[src/hw/rtl/tfn_pkg.sv]
// Shared types and constants of the triangle face normal marker.
package tfn_pkg;

    // Field widths that the interface fixes.
    localparam int CW       = 32;
    localparam int LEN_W    = 23;
    localparam int CORNER_W = 10;

    // Item kinds.
    localparam logic KIND_LOAD = 1'b0;
    localparam logic KIND_TRI  = 1'b1;

    // Normal length after reset: 0.3 in unsigned Q7.16.
    localparam logic [LEN_W-1:0] LEN_RESET = 23'd19661;

    typedef logic signed [CW-1:0] t_coord;

    typedef struct packed {
        t_coord x;
        t_coord y;
        t_coord z;
    } t_vtx;

    // One queued input item.
    typedef struct packed {
        logic                kind;
        logic [CORNER_W-1:0] corner_a;
        logic [CORNER_W-1:0] corner_b;
        logic [CORNER_W-1:0] corner_c;
        t_coord              x;
        t_coord              y;
        t_coord              z;
        logic                last;
    } t_item;

    // Three fetched corners of one triangle.
    typedef struct packed {
        t_vtx a;
        t_vtx b;
        t_vtx c;
        logic last;
    } t_tri;

    // One finished result.
    typedef struct packed {
        t_coord [2:0] cen;
        t_coord [2:0] tip;
        logic         degen;
        logic         last;
    } t_res;

endpackage

[src/hw/rtl/tfn_seq.sv]
// Back end sequencer: writes loaded vertices and fetches the three corners of a triangle.
module tfn_seq
    import tfn_pkg::*;
#(
    parameter int VERTEX_SLOTS = 1024
) (
    input  logic                            i_clk,
    input  logic                            i_rst_n,
    input  logic                            i_valid,
    input  t_item                           i_item,
    output logic                            o_pop,
    output logic                            o_ram_we,
    output logic [$clog2(VERTEX_SLOTS)-1:0] o_ram_addr,
    output t_vtx                            o_ram_wdata,
    input  t_vtx                            i_ram_rdata,
    output logic                            o_valid,
    output t_tri                            o_tri
);

    localparam int SW = $clog2(VERTEX_SLOTS);

    typedef enum logic [1:0] {S_IDLE, S_RD_B, S_RD_C} t_state;
    typedef enum logic [1:0] {G_NONE, G_A, G_B, G_C} t_got;

    t_state        r_state;
    t_got          r_got;
    logic [SW-1:0] r_slot_b;
    logic [SW-1:0] r_slot_c;
    logic          r_last;
    t_vtx          r_va;
    t_vtx          r_vb;
    logic          tri_go;

    // Reduces a corner index into the slot range by conditional subtraction.
    function automatic logic [SW-1:0] f_slot(input logic [CORNER_W-1:0] c);
        logic [CORNER_W:0] v;
        v = {1'b0, c};
        for (int k = CORNER_W - 1; k >= 0; k--) begin
            if (((32'(VERTEX_SLOTS) << k) <= 32'd1023)
                && ({21'd0, v} >= (32'(VERTEX_SLOTS) << k))) begin
                v = v - (CORNER_W+1)'(32'(VERTEX_SLOTS) << k);
            end
        end
        return SW'(v);
    endfunction

    // Take a new item only between triangles.
    assign o_pop       = (r_state == S_IDLE) && i_valid;
    assign tri_go      = o_pop && (i_item.kind == KIND_TRI);
    assign o_ram_we    = o_pop && (i_item.kind == KIND_LOAD);
    assign o_ram_wdata = '{x: i_item.x, y: i_item.y, z: i_item.z};

    // Port address: corner a when an item is taken, then corners b and c.
    always_comb begin
        case (r_state)
            S_RD_B:  o_ram_addr = r_slot_b;
            S_RD_C:  o_ram_addr = r_slot_c;
            default: o_ram_addr = f_slot(i_item.corner_a);
        endcase
    end

    // State and read tracking.
    always_ff @(posedge i_clk) begin
        if (!i_rst_n) begin
            r_state <= S_IDLE;
            r_got   <= G_NONE;
        end else begin
            case (r_state)
                S_IDLE: begin
                    r_state <= tri_go ? S_RD_B : S_IDLE;
                    r_got   <= tri_go ? G_A : G_NONE;
                end
                S_RD_B: begin
                    r_state <= S_RD_C;
                    r_got   <= G_B;
                end
                S_RD_C: begin
                    r_state <= S_IDLE;
                    r_got   <= G_C;
                end
                default: begin
                    r_state <= S_IDLE;
                    r_got   <= G_NONE;
                end
            endcase
        end
    end

    // Corner slots and fetched vertices.
    always_ff @(posedge i_clk) begin
        if (tri_go) begin
            r_slot_b <= f_slot(i_item.corner_b);
            r_slot_c <= f_slot(i_item.corner_c);
            r_last   <= i_item.last;
        end
        if (r_got == G_A) begin
            r_va <= i_ram_rdata;
        end
        if (r_got == G_B) begin
            r_vb <= i_ram_rdata;
        end
    end

    // The third corner comes straight from the RAM output register.
    assign o_valid = (r_got == G_C);
    assign o_tri   = '{a: r_va, b: r_vb, c: i_ram_rdata, last: r_last};

endmodule

[config.mk]
export PLATFORM = sky130hd
export DESIGN_NAME = tfn_seq
export DESIGN_NICKNAME = d
export VERILOG_FILES = /design/src/hw/rtl/tfn_pkg.sv /design/src/hw/rtl/tfn_seq.sv
export SDC_FILE = /design/constraint.sdc
export NUM_CORES = 1
export LEC_CHECK = 0
export BUFFER_PORTS_ARGS = -buffer_cell sky130_fd_sc_hd__buf_2
export CORE_AREA = 5 5 237 239
export CTS_CLUSTER_DIAMETER = 50
export CTS_CLUSTER_SIZE = 10
export DETAILED_ROUTE_END_ITERATION = 7
export DIE_AREA = 0 0 242 244
export MAX_ROUTING_LAYER = met4
export PLACE_DENSITY_LB_ADDON = 0.08
export SKIP_CTS_REPAIR_TIMING = 1
export SLEW_MARGIN = 20
export SYNTH_ARGS = -nofsm -noshare
export SYNTH_HDL_FRONTEND = slang
export SYNTH_SLANG_ARGS = --single-unit
[constraint.sdc]
create_clock -name i_clk -period 6.3 [get_ports i_clk]
set_input_delay 1.89 -clock i_clk [delete_from_list [all_inputs] [get_ports i_clk]]
set_output_delay 1.89 -clock i_clk [all_outputs]
set_load 0.005 [all_outputs]
==> flow_metrics.py <==
metrics = {
    "status": {
        "status": "complete, no violations",
    },
    "yosys": {
        "synthCells": 462,
        "synthTopCellsByCount": "edfxtp_1, buf_4, a21oi_1, a22oi_1, nor2_1",
        "synth_edf_count": 213,
        "synth-async-reset-ratio": 0,
        "yosysMostFrequentCell": "edfxtp_1",
        "ys_seq_area_frac": 0.784,
        "synth_ff_type": "edfxtp_1",
        "synth_area_mm2": 0.00826,
        "synth_top_cell_by_area": "edfxtp_1",
        "yosys-top-cells-area": "edfxtp_1, buf_4, dfxtp_1, a22oi_1, a21oi_1",
        "avgSynthCellArea_um2": 17.9,
        "yosysUniqueCellTypes": 16,
        "netlist.area_leader.share": 0.774,
        "synth_warnings": 0,
        "ys_seq_elements": 217,
        "synthesis.nets": 693,
    },
    "worst_setup_path": {
        "critPathLaunchType": "input port",
        "crit_end": "o_ram_we",
        "path_class": "in -> out",
        "end_kind": "output port",
        "reg2reg_depth": 2,
        "arrival_ns": 2.39,
        "crit_fanout": 3,
        "rr_startpoint": "r_got[1]",
        "crit_start": "i_valid",
        "timing.rr.end": "o_tri[101]",
        "r2r_setup_slack_ns": 4.24,
        "critPathRequiredTime_ns": 4.41,
    },
    "power_and_ir_drop": {
        "power_leakage_nw": 4.44,
        "p_total_mw": 3.96,
        "powerDensity_mw_per_mm2": 354,
        "peakVddDrop_mv": 0.281,
    },
    "placed_design": {
        "dp_hpwl_mm": 19.9,
        "dpl.cell_count": 1396,
        "gp_congestion": 0.664,
        "dpl_worst_slack_ns": 2.02,
        "dpl_cell_area_mm2": 0.00987,
        "portBuffers": 432,
    },
    "die": {
        "row_count": 85,
        "fp.dieArea_mm2": 0.0590,
        "fp.dieH_um": 244,
        "die_x_um": 242,
        "start_util": 0.154,
        "coreArea_mm2": 0.0536,
        "ioPinCount": 625,
    },
    "timing": {
        "worst_slew_pin_slew_ns": 0.912,
        "max-slew-margin-rel": 0.392,
        "rsz0062_at_grt": "no",
        "fmax_mhz": 234,
        "clock_skew_ns": 0.0241,
        "period_share": 0.679,
        "drv_slew": 0,
        "setup-tns-final_ns": 0,
        "setup_viol_count_final": 0,
        "setup_slack_ns": 2.02,
        "hold_viol_final": 0,
        "timing.final.crit_period_ns": 4.28,
    },
    "global_routing": {
        "grt_pass1_wl_mm": 36.1,
        "grtUsageTotal": 0.0874,
        "gr-total-overflow": 0,
        "antenna_found_initial": 2,
        "grt_pass1_vias": 4880,
        "grt_max_degree": 80,
    },
    "route": {
        "routedWlPerCell_um": 18.2,
        "ant_nets": 0,
        "detail_route.wirelength_mm": 26.6,
        "drt_pass1_iterations": 4,
        "vias": 4614,
        "drc": 0,
        "drt_iter0_drc": 152,
        "via_per_inst": 3.15,
    },
    "run": {
        "cap_violations": 0,
    },
    "clock_tree": {
        "cts-buffers-inserted": 37,
        "cts.sinks": 217,
        "clkTransAtPathRegs_ns": 0.04,
        "h-tree-depth": 2,
        "clock_latency_ns": 0.54,
        "cts-root-buf": "clkbuf_16",
        "cts_tree": "done",
        "ctsLongestPathBuffers": 3,
    },
    "final_layout": {
        "n_fill_cell": 5822,
        "drive_above_1_share": 0.645,
        "seqCellArea_mm2": 0.00648,
        "multiInputGateArea_um2": 307,
        "fin_area_mm2": 0.0112,
        "stdcell_count": 1463,
        "nets": 970,
        "syn_to_final_growth_pct": 35.3,
    },
    "min_path": {
        "hold_path_class": "reg -> reg",
    },
}
## routing by layer
layer / up-vias / GRT usage / share of wire
li1: 2045 / - / -
met1: 2131 / 0.0878 / 0.37
met2: 347 / 0.141 / 0.48
met3: 91 / 0.0449 / 0.11
met4: 0 / 0.0441 / 0.042
met5: - / - / 0
## through the flow
| stage | util | hold WS, ns |
|---|---|---|
| after CTS | 0.208 | 0.545 |
| final | 0.208 | 0.532 |
| after global routing | 0.208 | 0.548 |
| after detailed placement | 0.184 | 0.534 |
| after floorplan | - | 0.481 |
| after global placement | 0.184 | 0.550 |
## worst max-delay path: stages
cell	delay, ns
buf_2	0.11
and2_1	0.15
nor2b_1	0.12
buf_2	0.12
## worst min path at each step
stage	cells after the start	from	slack, ns	to
after floorplan	2	r_state[1]	0.48	r_got[0]
after global placement	2	r_state[1]	0.55	r_got[0]
after detailed placement	2	r_state[1]	0.53	r_got[0]
after CTS	2	r_state[1]	0.54	r_got[0]
after global routing	2	r_state[1]	0.55	r_got[0]
final	2	r_state[1]	0.53	r_got[0]
## where the power goes
part           switching (mW)  internal, mW  leakage (nW)
logic                   0.119        0.0858          1.84
clock network           0.707          1.39         0.625
registers             0.00966          1.64          1.98
total                   0.835          3.12          4.44
## cells in the final DEF (no fill, tap or decap), types with 3 or more instances in the layout
cell type | Yosys | routed
edfxtp_1 | 213 | 213
clkbuf_16 | 0 | 38
clkinv_2 | 0 | 4
clkinv_1 | 0 | 5
nor2_1 | 10 | 10
clkbuf_1 | 0 | 4
a21oi_1 | 10 | 10
buf_2 | 1 | 432
dfxtp_1 | 4 | 4
ha_1 | 4 | 4
bufinv_16 | 0 | 7
a22oi_1 | 10 | 10
and2_1 | 5 | 5
clkinvlp_4 | 0 | 3
## kinds of logic (layout without fill, tap and decap cells)
group	Yosys count	in the layout	synth area share
DFF	217	217	0.784
other	0	1	0
and+or+nand+nor	21	21	0.0132
adders and majority gates	4	4	0.00606
buffers and inverters	199	503	0.181
AOI/OAI and AO/OA	21	21	0.0161
## state kept, by name, summed over array words and instances, names as in the netlist
name      count
r_last        1
r_state       2
r_slot_b     10
r_got         2
o_tri       192
r_slot_c     10
## area by class of cell
cell class	instances	share of cell area
sequential	217	0.580
timing repair buffer	435	0.198
clock buffer	42	0.0865
tap	696	0.0779
clock inverter	24	0.0299
multi-input combinational	46	0.0274
inverter	2	0.000672
antenna	1	0.000224
No activity file was read; power rests on OpenSTA's default activity.
