### src/hw/rtl/tfn_pkg.sv
// Shared types and constants of the triangle face normal marker.
package tfn_pkg;

    // Field widths that the interface fixes.
    localparam int CW       = 32;
    localparam int LEN_W    = 23;
    localparam int CORNER_W = 10;

    // Item kinds.
    localparam logic KIND_LOAD = 1'b0;
    localparam logic KIND_TRI  = 1'b1;

    // Normal length after reset: 0.3 in unsigned Q7.16.
    localparam logic [LEN_W-1:0] LEN_RESET = 23'd19661;

    typedef logic signed [CW-1:0] t_coord;

    typedef struct packed {
        t_coord x;
        t_coord y;
        t_coord z;
    } t_vtx;

    // One queued input item.
    typedef struct packed {
        logic                kind;
        logic [CORNER_W-1:0] corner_a;
        logic [CORNER_W-1:0] corner_b;
        logic [CORNER_W-1:0] corner_c;
        t_coord              x;
        t_coord              y;
        t_coord              z;
        logic                last;
    } t_item;

    // Three fetched corners of one triangle.
    typedef struct packed {
        t_vtx a;
        t_vtx b;
        t_vtx c;
        logic last;
    } t_tri;

    // One finished result.
    typedef struct packed {
        t_coord [2:0] cen;
        t_coord [2:0] tip;
        logic         degen;
        logic         last;
    } t_res;

endpackage

### src/hw/rtl/tfn_front.sv
// Front end: a short queue that takes in items while the back end works.
module tfn_front
    import tfn_pkg::*;
(
    input  logic  i_clk,
    input  logic  i_rst_n,
    input  logic  i_push,
    input  t_item i_item,
    output logic  o_full,
    output logic  o_valid,
    output t_item o_item,
    input  logic  i_pop
);

    localparam int QD = 4;
    localparam int PW = $clog2(QD);

    t_item          r_q [QD];
    logic [PW-1:0]  r_wp;
    logic [PW-1:0]  r_rp;
    logic [PW:0]    r_cnt;

    assign o_full  = (r_cnt == (PW+1)'(QD));
    assign o_valid = (r_cnt != '0);
    assign o_item  = r_q[r_rp];

    // Pointers and fill count.
    always_ff @(posedge i_clk) begin
        if (!i_rst_n) begin
            r_wp  <= '0;
            r_rp  <= '0;
            r_cnt <= '0;
        end else begin
            if (i_push) begin
                r_wp <= r_wp + 1'b1;
            end
            if (i_pop) begin
                r_rp <= r_rp + 1'b1;
            end
            r_cnt <= r_cnt + {{PW{1'b0}}, i_push} - {{PW{1'b0}}, i_pop};
        end
    end

    // Queue storage.
    always_ff @(posedge i_clk) begin
        if (i_push) begin
            r_q[r_wp] <= i_item;
        end
    end

endmodule

### config.mk
export PLATFORM = sky130hd
export DESIGN_NAME = tfn_front
export DESIGN_NICKNAME = d
export VERILOG_FILES = /design/src/hw/rtl/tfn_pkg.sv /design/src/hw/rtl/tfn_front.sv
export SDC_FILE = /design/constraint.sdc
export NUM_CORES = 1
export LEC_CHECK = 0
export BUFFER_PORTS_ARGS = -buffer_cell sky130_fd_sc_hd__buf_2
export CORE_ASPECT_RATIO = 1.2
export CORE_MARGIN = 8
export CORE_UTILIZATION = 35
export CTS_BUF_LIST = sky130_fd_sc_hd__clkbuf_8
export DETAILED_ROUTE_END_ITERATION = 8
export HOLD_SLACK_MARGIN = 0.03
export PLACE_DENSITY_LB_ADDON = 0.3
export SYNTH_ARGS = -nofsm -noshare
export SYNTH_HDL_FRONTEND = slang
export SYNTH_SLANG_ARGS = --single-unit
### constraint.sdc
create_clock -name i_clk -period 10.2 [get_ports i_clk]
set_input_delay 2.04 -clock i_clk [delete_from_list [all_inputs] [get_ports i_clk]]
set_output_delay 2.04 -clock i_clk [all_outputs]
set_load 0.01 [all_outputs]
==> results.md, run 1 <==
- The number of sinks driven by the clock tree is 521.
- The CTS H-tree depth is 3.
- The die is 271.3 um tall.
- On the critical path, the stage with the largest delay is an instance of buf_4.
- Detailed placement ended at an HPWL of 22900 um.
- The final critical-path required period is 5.377 ns.
- The initial core utilization is 35.45%.
- The family of cells with the greatest summed delay on the critical path is buffers and inverters.
- The post-route standard cell area excluding fillers is 22600 um2.
- The weighted congestion reported at the end of routability-driven placement is 0.6806.
- The synthesized netlist contains 20 unique library cells.
- TritonCTS built the clock tree.
- The tool flagged a number of max-cap violations equal to 0.
- Wires add up to 39160 um.
- The slew at the pin with the worst max-slew slack is 1.096 ns.
- In the final routed layout, each cell accounts on average for 21.50 um.
- Power comes to 4.619 mW.
- The hold violation total from the final report came to 0.
- Before antenna repair, the detailed router went through 4 iterations.
- The power density over the cells is 204.4 nW/um2.
- The maximum number of pins on one net before global-route repair is 68.
- The I/O pin count is 262.
- The final clock skew is 0.03030 ns.
- Buffers inserted during clock tree synthesis total 85.
- In this run the horizontal extent of the chip is 228.8 um.
- The final critical path takes up 52.72% of the cycle.
- The top cell types in the final layout, fill and taps aside, are edfxtp_1 (512), buf_2 (261), mux4_2 (128), clkbuf_8 (85), inv_1 (35).
- The data required time at the worst endpoint is 8.16 ns.
- The initial antenna violation count is 10.
- The post-synthesis sequential element count is 521.
- For this design, the CTS-stage hold fixing added 0 buffers.
- In this run the critical register-to-register path is launched from r_wp[0].
- The worst hold path belongs to the class register to register.
- Data arrives at the worst endpoint at 3.34 ns.
- The post-synth net total is 850.
- The critical path is of the register to primary output type.
- The sequential fraction of the synthesis area is 81.80%.
- The via count of the first global-routing pass is 9699.
- The maximum clock rate is 0.1860 GHz.
- The share of final-layout standard cells stronger than drive strength 1 is 46.29%.
- The placed instances occupy a cell area of 21000 um2.
- The maximum number of buffers from clock root to sink is 3.
- The via density per instance is 4.675.
- The worst hold path passes through 2 cells.
- Global routing finished with a remaining overflow of 0.
- The cell that appears most often on the critical path is buf_4.
- The total of buffers placed on input and output ports is 261.
- Clock-pin slew was measured on the worst setup and hold paths at 0.05 ns.
- The final count of pins violating max slew came to 0.
- Along the worst path, the maximum fanout reaches 67.
- The flow ran to the end, and the final reports show no timing, DRC or antenna violations.
- The area growth from synthesis to layout is 18.86%.
- The critical path runs through a total of 4 cells.
- Summed over all failing endpoints, the final setup total negative slack is 0 ns.
- Walking the worst path, the cells encountered are buf_4, buf_4, mux4_2, buf_2.
- The wire length of the first global-routing pass is 59060 um.
- Headroom to the max-slew limit came out at 26.91%.
- For this run, design rule violations remaining after detail routing come to 0.
- Summed over all cells, the static leakage comes to 7.626 nW.
- Setup repair after global routing left no endpoint under its margin.
- The total routing usage reported by global routing is 12.58%.
- IR analysis of the VDD net gives a maximum drop of 0.1419 mV.
- The gate count of the mapped netlist is 711.
- The mean instance size in the synthesized netlist is 26.75 um2.
- The flop-to-flop setup slack is 7.40 ns.
- The total setup violations reported at the end of the flow is 0.
- The number of warnings printed during yosys synthesis is 0.
- The root buffer cell chosen for the clock tree is clkbuf_8.
- The cell depth of the worst flop-to-flop path is 4.
- The nature of the critical path endpoint is a primary output.
- STA classifies the critical path startpoint as a register.
- The destination of the worst register-to-register timing path is r_q[2][117].
- Leaving out fill and tap cells, the most frequent cell in the layout is edfxtp_1.
- The buffer and inverter count on the worst path is 3.
- The layout net count is 1181.
- The cell area that synthesis handed to floorplanning was 19020 um2.
- The area of the core region is 53640 um2.
- The number of gates resized after CTS was 0.
- The timing endpoint of the critical path is o_item[115].
- In this design, the stage delay of the slowest critical-path cell is 0.90 ns.
- The detailed router placed 8514 vias in this run.
- The detailed router's first-iteration violation count is 445.
- The die covers 62080 um2.
- The floorplan has 93 rows.
- The clock network latency to the later pin of the worst-skew pair is 0.64 ns.
- Once the clock tree was built, the setup fixing pass inserted 0 buffers.
- The number of nets with antenna violations after detailed routing is 0.
## registers in the layout, summed over array words and instances, names as in the netlist, named ones only
name	flops
r_rp	2
r_wp	2
r_q	512
r_cnt	3
## through the flow
step | hold WS [ns] | cells | setup slack, ns | utilization, %
floorplan | 0.4993 | 711 | 4.725 | -
global placement | 0.5201 | 1667 | 5.268 | 39.15
detailed placement | 0.5284 | 1667 | 5.277 | 39.15
CTS | 0.5165 | 1816 | 4.527 | 42.11
global route | 0.5231 | 1816 | 4.421 | 42.11
finish | 0.5117 | 1821 | 4.823 | 42.13
## Yosys cell counts
cell	n	area, um2
nor2_1	5	18.77
mux4_2	128	2883
edfxtp_1	512	15370
ha_1	6	75.07
clkbuf_1	1	3.750
mux2i_1	1	10.01
xor3_1	1	23.77
a21oi_1	1	5.000
dfxtp_1	9	180.2
buf_2	13	65.06
buf_12	10	200.2
or3_1	1	6.260
fa_1	1	20.02
inv_1	7	26.28
buf_6	4	45.04
nand3b_1	1	7.510
xnor2_1	2	17.52
a21bo_2	1	10.01
and3_1	1	6.260
and2_1	6	37.54
## logic make-up (layout without fill, tap and decap cells)
logic type,after synthesis,after routing,synth area share (%)
adders and majority gates,7,7,0.5001
xor gates and xnor gates,3,3,0.2171
other,0,5,0
muxes,129,129,15.21
DFF,521,521,81.80
AOI/OAI and AO/OA,2,2,0.07893
buffers and inverters,35,428,1.790
and+or+nand+nor,14,14,0.4015
## where the power goes
group | switching (mW) | total (mW) | leakage (nW) | internal (mW)
logic | 0.237 | 0.434 | 1.93 | 0.197
registers | 0.0331 | 2.50 | 4.78 | 2.46
clock network | 0.780 | 1.69 | 0.916 | 0.908
total | 1.05 | 4.62 | 7.63 | 3.57
## worst min path at each step
stage / endpoint / from
6_report: register / r_rp[0]
5_1_grt: register / r_rp[0]
4_1_cts: register / r_rp[0]
3_5_place_dp: register / r_rp[0]
3_3_place_gp: register / r_rp[0]
2_1_floorplan: register / r_rp[1]
## per-layer routing
metal	GRT usage [%]	up-vias	routed length, um
li1	-	3758	-
met4	4.870	10	718
met2	21.02	268	19310
met5	0	-	60
met1	14.24	4421	15750
met3	5.332	57	3322
## area by class of cell
type / instances / area [um2]
fill: 4681 / 31040
sequential: 521 / 15560
multi-input combinational: 155 / 3131
timing repair buffer: 272 / 1389
clock buffer: 85 / 1170
tap: 712 / 890.9
clock inverter: 64 / 420.4
inverter: 7 / 26.28
antenna: 5 / 12.51
## worst min-delay path, stage by stage, from the launching register on
cell	delay, ns
dfxtp_1	0.33
nand3b_1	0.09
a21oi_1	0.07
(Power assumes the default switching activity.)
==> run 2: changes to the inputs <==
- ABC_AREA: not set -> 1
- clock period: 10.2 -> 5.5 ns (I/O delays scaled with it)
==> results.md, run 2 <==
- The largest registers in the layout are r_q (512), r_cnt (3).
- Clock tree synthesis selected as its root buffer the cell clkbuf_8.
- The detailed-routing iteration count for the pre-antenna-repair pass is 5 (+1).
- The area taken by flip-flops and latches is 15560 um2 (unchanged).
- The share of the synthesized area in the top cell type is 74.70% (-6.2 points).
- The CTS H-tree depth came to 3 (unchanged).
- The wire length per cell is 16.68 um (-22%).
- The switching component of the power is 2.074 mW (+97%).
- The share of final-layout standard cells stronger than drive strength 1 is 21.01% (-25 points).
- The cell depth of the worst flop-to-flop path is 5 (+1).
- The x dimension of the die came to 237.4 um (+3.8%).
- The CTS clock-pin slew for the worst setup and hold paths is 0.06 ns (about the same).
- The weighted congestion reported at the end of routability-driven placement was 0.7262 (+6.7%).
- The number of cells on the worst hold path is 2 (unchanged).
- The wire length the detailed router placed on met1 is 18280 um (+16%).
- The final count of pins violating max slew is 0 (unchanged).
- The maximum number of pins on one net before global-route repair is 117 (+72%).
- The number of distinct standard cells referenced by the synthesized netlist is 18 (-10%).
- Setup repair after global routing left no endpoint under its margin.
- The area occupied by multi-input gates is 3441 um2 (+9.9%).
- The maximum fanout along the worst path is 112 (+67%).
- The area of the core region was 58260 um2 (+8.6%).
- The worst-case headroom to the max-slew limit is 32.50% (+5.6 points).
- The I/O pin count is 262 (unchanged).
- The initial core utilization is 35.33% (-0.12 points).
- The data required time at the worst endpoint was 4.40 ns (-3.76 ns).
- The slew at the pin with the worst max-slew slack is 1.012 ns (-0.08386 ns).
- The top cell types in the final layout, fill and taps aside, are edfxtp_1 (512), inv_1 (295), nand2_1 (266), buf_2 (261), o211ai_1 (128).
- The mean instance size in the synthesized netlist is 13.30 um2 (-50%).
- The post-cts resize count came to 0 (unchanged).
- The detailed router's first-iteration violation count came to 760 (+71%).
- The post-synth net total is 1687 (+98%).
- The standby leakage power is 9.389 nW (+23%).
- The via count of the first global-routing pass is 12080 (+25%).
- The post-synthesis instance area is 20580 um2 (+8.2%).
- The number of nets with antenna violations after detailed routing is 0 (unchanged).
- The register share of total power came to 54.2% (about the same).
- The final hold slack came to 0.4626 ns (-0.04915 ns).
- Counting flops per register, the top entry is r_q.
- The internal power consumption is 6.428 mW (+80%).
- The area growth from synthesis to layout is 17.15%.
- The via total after detailed routing is 12190 (+43%).
- The number of buffers inserted by hold repair at cts is 0 (unchanged).
- The total routing usage reported by global routing is 12.93% (+0.35 points).
- The layout net count is 1967 (+67%).
- The sum of met2 wire segment lengths after detailed routing is 22020 um (+14%).
- The share of total power in the clock network is 36.4% (about the same).
- The total die area came to 66850 um2 (+7.7%).
- The setup path with the least slack is of type register to primary output.
- The hold violation total from the final report was 0 (unchanged).
- In the finished design, the share of the clock period the worst path needs comes to 67.71%.
- The total met3 wirelength after detailed routing is 2623 um (-21%).
- The total setup violations reported at the end of the flow is 0 (unchanged).
- The most common cell after layout, fill and taps aside is edfxtp_1.
- The clock network latency to the later pin of the worst-skew pair was 0.63 ns (about the same).
- By area the synthesized netlist is led by edfxtp_1 (75%), inv_1 (4.9%), nand2_1 (4.9%).
- The library cell occupying the most area in the post-synthesis netlist is edfxtp_1.
- The setup fix buffers added after clock tree synthesis is 0 (unchanged).
- The number of enable-type register cells in the synthesized netlist is 512 (unchanged).
- The CTS tree is built.
- The worst setup path is captured at a primary output.
- The number of buffers created by CTS is 85 (unchanged).
- The total detailed-routing wirelength was 44130 um (+13%).
- The via density per instance came to 4.605 (-1.5%).
- The wire length of the first global-routing pass is 67380 um (+14%).
- The max-cap check violation count is 0 (unchanged).
- The power density over the cells is 352.6 nW/um2 (+73%).
- The share of async-settable or async-resettable flops after synthesis was 0% (unchanged).
- By instance count, the leading cell after synthesis is edfxtp_1.
- The remaining routing DRC violations is 0 (unchanged).
- The final sum of negative setup slack is 0 ns (unchanged).
- The largest vdd supply drop is 0.2615 mV (+84%).
- The maximum number of buffers from clock root to sink is 3 (unchanged).
- The gate count of the mapped netlist came to 1548 (+120%).
- The total of buffers placed on input and output ports is 261 (unchanged).
- The total of fill cells in the finished design came to 5401 (+15%).
- The number of sinks driven by the clock tree is 521 (unchanged).
- The switching power share of the total is 24.39% (+1.7 points).
- The sequential fraction of the synthesis area is 75.57% (-6.2 points).
- The worst hold path class is register to register.
- After synthesis, the most frequently instantiated cells are edfxtp_1 (512), inv_1 (271), nand2_1 (266), o211ai_1 (128), a21oi_1 (124).
- The final clock skew is 0.01632 ns (-0.01398 ns).
- The post-synthesis sequential element count is 521 (unchanged).
- The die outline height is 281.6 um (+3.8%).
- The flip-flop count of the largest register after layout is 512 (unchanged).
- For this run, the leading register cell type out of synthesis is edfxtp_1.
- The worst setup path is launched from a register.
- The detailed router used layers up to and including met5.
- The number of warnings printed during yosys synthesis is 0 (unchanged).
- The arrival time at the worst endpoint was 2.62 ns (-0.72 ns).
- The sum of net half-perimeters after detailed placement is 25970 um (+13%).
- The final global-route overflow total is 0 (unchanged).
- The run finished with clean final reports.
- The maximum clock rate is 0.2685 GHz.
- The initial antenna violation count is 12 (+2).
- The placement row count is 97 (+4.3%).
- The combinational group share of total power was 9.4% (about the same).
- Counting I/O delays and the setup requirement, the final critical path takes 3.724 ns.
==> run 2: cell count changes in the layout (fill, tap and decap cells not counted), sizes merged, moves of 4 or more <==
cell    change
inv       +263
and2        -6
diode       +5
o211ai    +128
mux4      -128
nand2     +266
a21oi     +133
clkbuf      +5
clkinv      +4
buf         +6
o21ai     +132
==> run 2: power groups by stage <==
| stage | clock (mW) | combinational, mW | sequential (mW) |
|---|---|---|---|
| 2_1_floorplan | 0 | 0.494 | 4.67 |
| 3_3_place_gp | 0 | 0.805 | 4.69 |
| 3_5_place_dp | 0 | 0.821 | 4.70 |
| 4_1_cts | 3.22 | 0.823 | 4.61 |
| 5_1_grt | 3.39 | 0.896 | 4.62 |
| 6_report | 3.09 | 0.797 | 4.61 |
==> run 2: final timing paths <==
| check | from | end | slack, ns |
|---|---|---|---|
| max | register | o_item[84] | 1.78 |
| min | r_rp[1] | register | 0.46 |
| max reg2reg | r_wp[0] | r_q[2][123] | 3.35 |
| min reg2reg | r_rp[1] | register | 0.46 |
==> run 2: cell type report <==
type / instances / share of cell area (%)
antenna: 10 / 0.1038
clock inverter: 63 / 1.334
multi-input combinational: 671 / 14.27
sequential: 521 / 64.54
tap: 742 / 3.850
clock buffer: 90 / 5.137
timing repair buffer: 278 / 6.465
inverter: 271 / 4.302
==> run 2: kinds of logic after synthesis <==
kind of cell | count (synthesis) | share of synthesized area [%]
compound gates | 394 | 11.32
fa+ha+maj | 7 | 0.4620
buf+inv | 356 | 7.708
flops | 521 | 75.57
simple gates | 270 | 4.936
==> run 2: metrics by stage <==
step                      setup WS, ns  std cells  power, mW  utilization (%)  instance area [um2]
final                            1.776       2646      8.502            41.39                24110
after global placement           2.432       2483      5.494            38.67                22530
after floorplan                  1.420       1548      5.168                -                20580
after CTS                        1.667       2636      8.655            41.35                24090
after global routing             1.448       2640      8.907            41.37                24100
after detailed placement         2.393       2483      5.516            38.67                22530
==> run 2: worst max-delay path: stages, from the launching register on <==
cell	delay [ns]
dfxtp_4	1.00
buf_12	0.41
a21oi_1	0.13
o21ai_1	0.09
nand2_1	0.09
buf_2	0.15
==> run 2: layer usage <==
layer  vias to the layer above  GRT usage [%]
met5                         -              0
met4                         2          5.375
met3                        81          3.822
met2                       272          22.34
met1                      5845          14.94
li1                       5985              -
==> run 3: changes to the inputs <==
- clock period: 5.5 -> 3.9 ns (I/O delays scaled with it)
==> results.md, run 3 (synthesis results as in run 2) <==
- The flow ran to the end, and the final reports show no timing, DRC or antenna violations.
- The placement row count is 97 (unchanged).
- The clock network latency to the later pin of the worst-skew pair came to 0.64 ns (about the same).
- The clock period could shrink to 3.099 ns.
- The total detailed-routing wirelength was 45320 um (+2.7%).
- The largest vdd supply drop was 0.3047 mV (+17%).
- The I/O pin count is 262 (unchanged).
- The layout net count is 1974 (+0.36%).
- The data required time at the worst endpoint was 3.12 ns (-1.28 ns).
- The buffer and inverter count on the worst path was 2 (unchanged).
- The via density per instance is 4.618 (+0.29%).
- STA classifies the critical path startpoint as a register.
- The worst-case headroom to the max-slew limit is 44.89% (+12 points).
- The peak per-stage delay on the critical path was 0.88 ns (-0.12 ns).
- The pre-CTS worst setup slack is 1.388 ns (-1.006 ns).
- The total routing usage reported by global routing is 13.38% (+0.45 points).
- The area taken by flip-flops and latches was 15560 um2 (unchanged).
- The weighted congestion reported at the end of routability-driven placement was 0.7288 (+0.36%).
- The utilization of the core after routing is 41.53% (+0.14 points).
- The min-delay analysis places its worst path in the category input pin to register.
- The maximum number of buffers from clock root to sink is 3 (unchanged).
- The wire length per cell was 17.11 um (+2.6%).
- The CTS H-tree depth was 3 (unchanged).
- The final clock skew was 0.02582 ns (+0.009502 ns).
- The maximum fanout along the worst path is 62 (-45%).
- The critical path class is register to primary output.
- The largest individual stage delay along the critical path comes from the cell dfxtp_4.
- The total setup violations reported at the end of the flow is 0 (unchanged).
- The total placed cells including tap cells is 2489 (+0.24%).
- The number of buffers created by CTS is 86 (+1.2%).
- The slack of the critical path is 0.8015 ns (-0.9745 ns).
- The standby leakage power is 9.406 nW (+0.18%).
- The most common cell after layout, fill and taps aside is edfxtp_1.
- The area of the core region was 58260 um2 (unchanged).
- The number of nets with antenna violations after detailed routing came to 0 (unchanged).
- The hold violation total from the final report is 0 (unchanged).
- The total of fill cells in the finished design is 5464 (+1.2%).
- The total of buffers placed on input and output ports is 261 (unchanged).
- The sum of net half-perimeters after detailed placement is 27450 um (+5.7%).
- The non-filler instance count after layout is 2649 (+0.11%).
- Leaving out fill and tap cells, the most frequent cells in the layout are edfxtp_1 (512), inv_1 (292), nand2_1 (266), buf_2 (261), o211ai_1 (128).
- The final count of pins violating max slew was 0 (unchanged).
- The area occupied by multi-input gates is 3441 um2 (unchanged).
- The largest registers in the layout are r_q (512), r_cnt (3).
- The portion of the clock cycle consumed by the worst path in the final layout is 79.45%.
- The family of cells with the greatest summed delay on the critical path is flip-flops.
- Based on the critical path, the design can be clocked at up to 0.3227 GHz.
- The arrival time at the worst endpoint is 2.32 ns (-0.30 ns).
- The maximum number of pins on one net before global-route repair is 148 (+26%).
- From synthesis to final layout, the design area changed by 17.55%.
- Ranked by flip-flop count, first place goes to r_q.
- The wire length of the first global-routing pass is 69630 um (+3.3%).
- The share of final-layout standard cells stronger than drive strength 1 came to 21.44% (+0.43 points).
- The detailed-routing iteration count for the pre-antenna-repair pass is 5 (unchanged).
- The buffer cell driving the clock tree root is clkbuf_8.
- The final sum of negative setup slack is 0 ns (unchanged).
- The via count of the first global-routing pass is 12520 (+3.6%).
- The critical path goes through buf_12, a21oi_1, o21ai_1, nand2_1, buf_2.
- The power density over the cells came to 492.7 nW/um2 (+40%).
- The slew at the pin with the worst max-slew slack was 0.8266 ns (-0.1858 ns).
- The number of sinks driven by the clock tree is 521 (unchanged).
- The final global-route overflow total is 0 (unchanged).
- The post-cts resize count was 0 (unchanged).
- The initial core utilization is 35.33% (unchanged).
- The CTS clock-pin slew for the worst setup and hold paths is 0.06 ns (about the same).
- The detailed router's first-iteration violation count is 617 (-19%).
- The flip-flop count of the largest register after layout is 512 (unchanged).
- The max-cap check violation count was 0 (unchanged).
- The x dimension of the die is 237.4 um (unchanged).
- The initial antenna violation count was 12 (unchanged).
- The CTS tree is built.
- Setup repair after global routing left no endpoint under its margin.
- The remaining routing DRC violations is 0 (unchanged).
- The die outline height is 281.6 um (unchanged).
- The nature of the critical path endpoint is a primary output.
- The total die area came to 66850 um2 (unchanged).
- The post-layout total power was 11.92 mW (+40%).
- The number of buffers inserted by hold repair at cts was 0 (unchanged).
- The via total after detailed routing came to 12230 (+0.40%).
- The setup fix buffers added after clock tree synthesis came to 0 (unchanged).
run 3: final timing paths:
check              from         end  slack [ns]  cells after the start
max            register  o_item[34]        0.80                      5
min          i_item[20]  r_q[0][20]        0.35                      1
max reg2reg     r_wp[0]  r_q[0][14]        1.95                      5
min reg2reg     r_rp[1]    register        0.46                      2
run 3: layout make-up:
class,count,area share [%]
Antenna cell,9,0.09309
Clock buffer,89,5.063
Clock inverter,62,1.236
Inverter,271,4.287
Multi-Input combinational cell,671,14.22
Sequential cell,521,64.32
Tap cell,742,3.837
Timing Repair Buffer,284,6.940
run 3: power by group:
part	switching (mW)	leakage (nW)	internal (mW)	total [mW]
clock	2.09	0.874	2.18	4.27
combinational	0.766	3.75	0.398	1.16
sequential	0.0767	4.78	6.41	6.49
run 3: through the flow:
step | hold slack, ns | area (um2)
final | 0.3545 | 24190
after global routing | 0.2760 | 24190
after CTS | 0.2556 | 24170
after detailed placement | 0.4514 | 22650
after global placement | 0.4407 | 22650
after floorplan | 0.4356 | 20580
run 3: layer usage:
layer | part of all wire (%) | routed length (um) | up-vias | track usage [%]
met1 | 40 | 18230 | 5885 | 14.77
met3 | 5.8 | 2612 | 70 | 3.568
met5 | 0.018 | 8 | - | 0
li1 | - | - | 6005 | -
met2 | 52 | 23560 | 272 | 24.25
met4 | 2.0 | 906 | 2 | 5.486
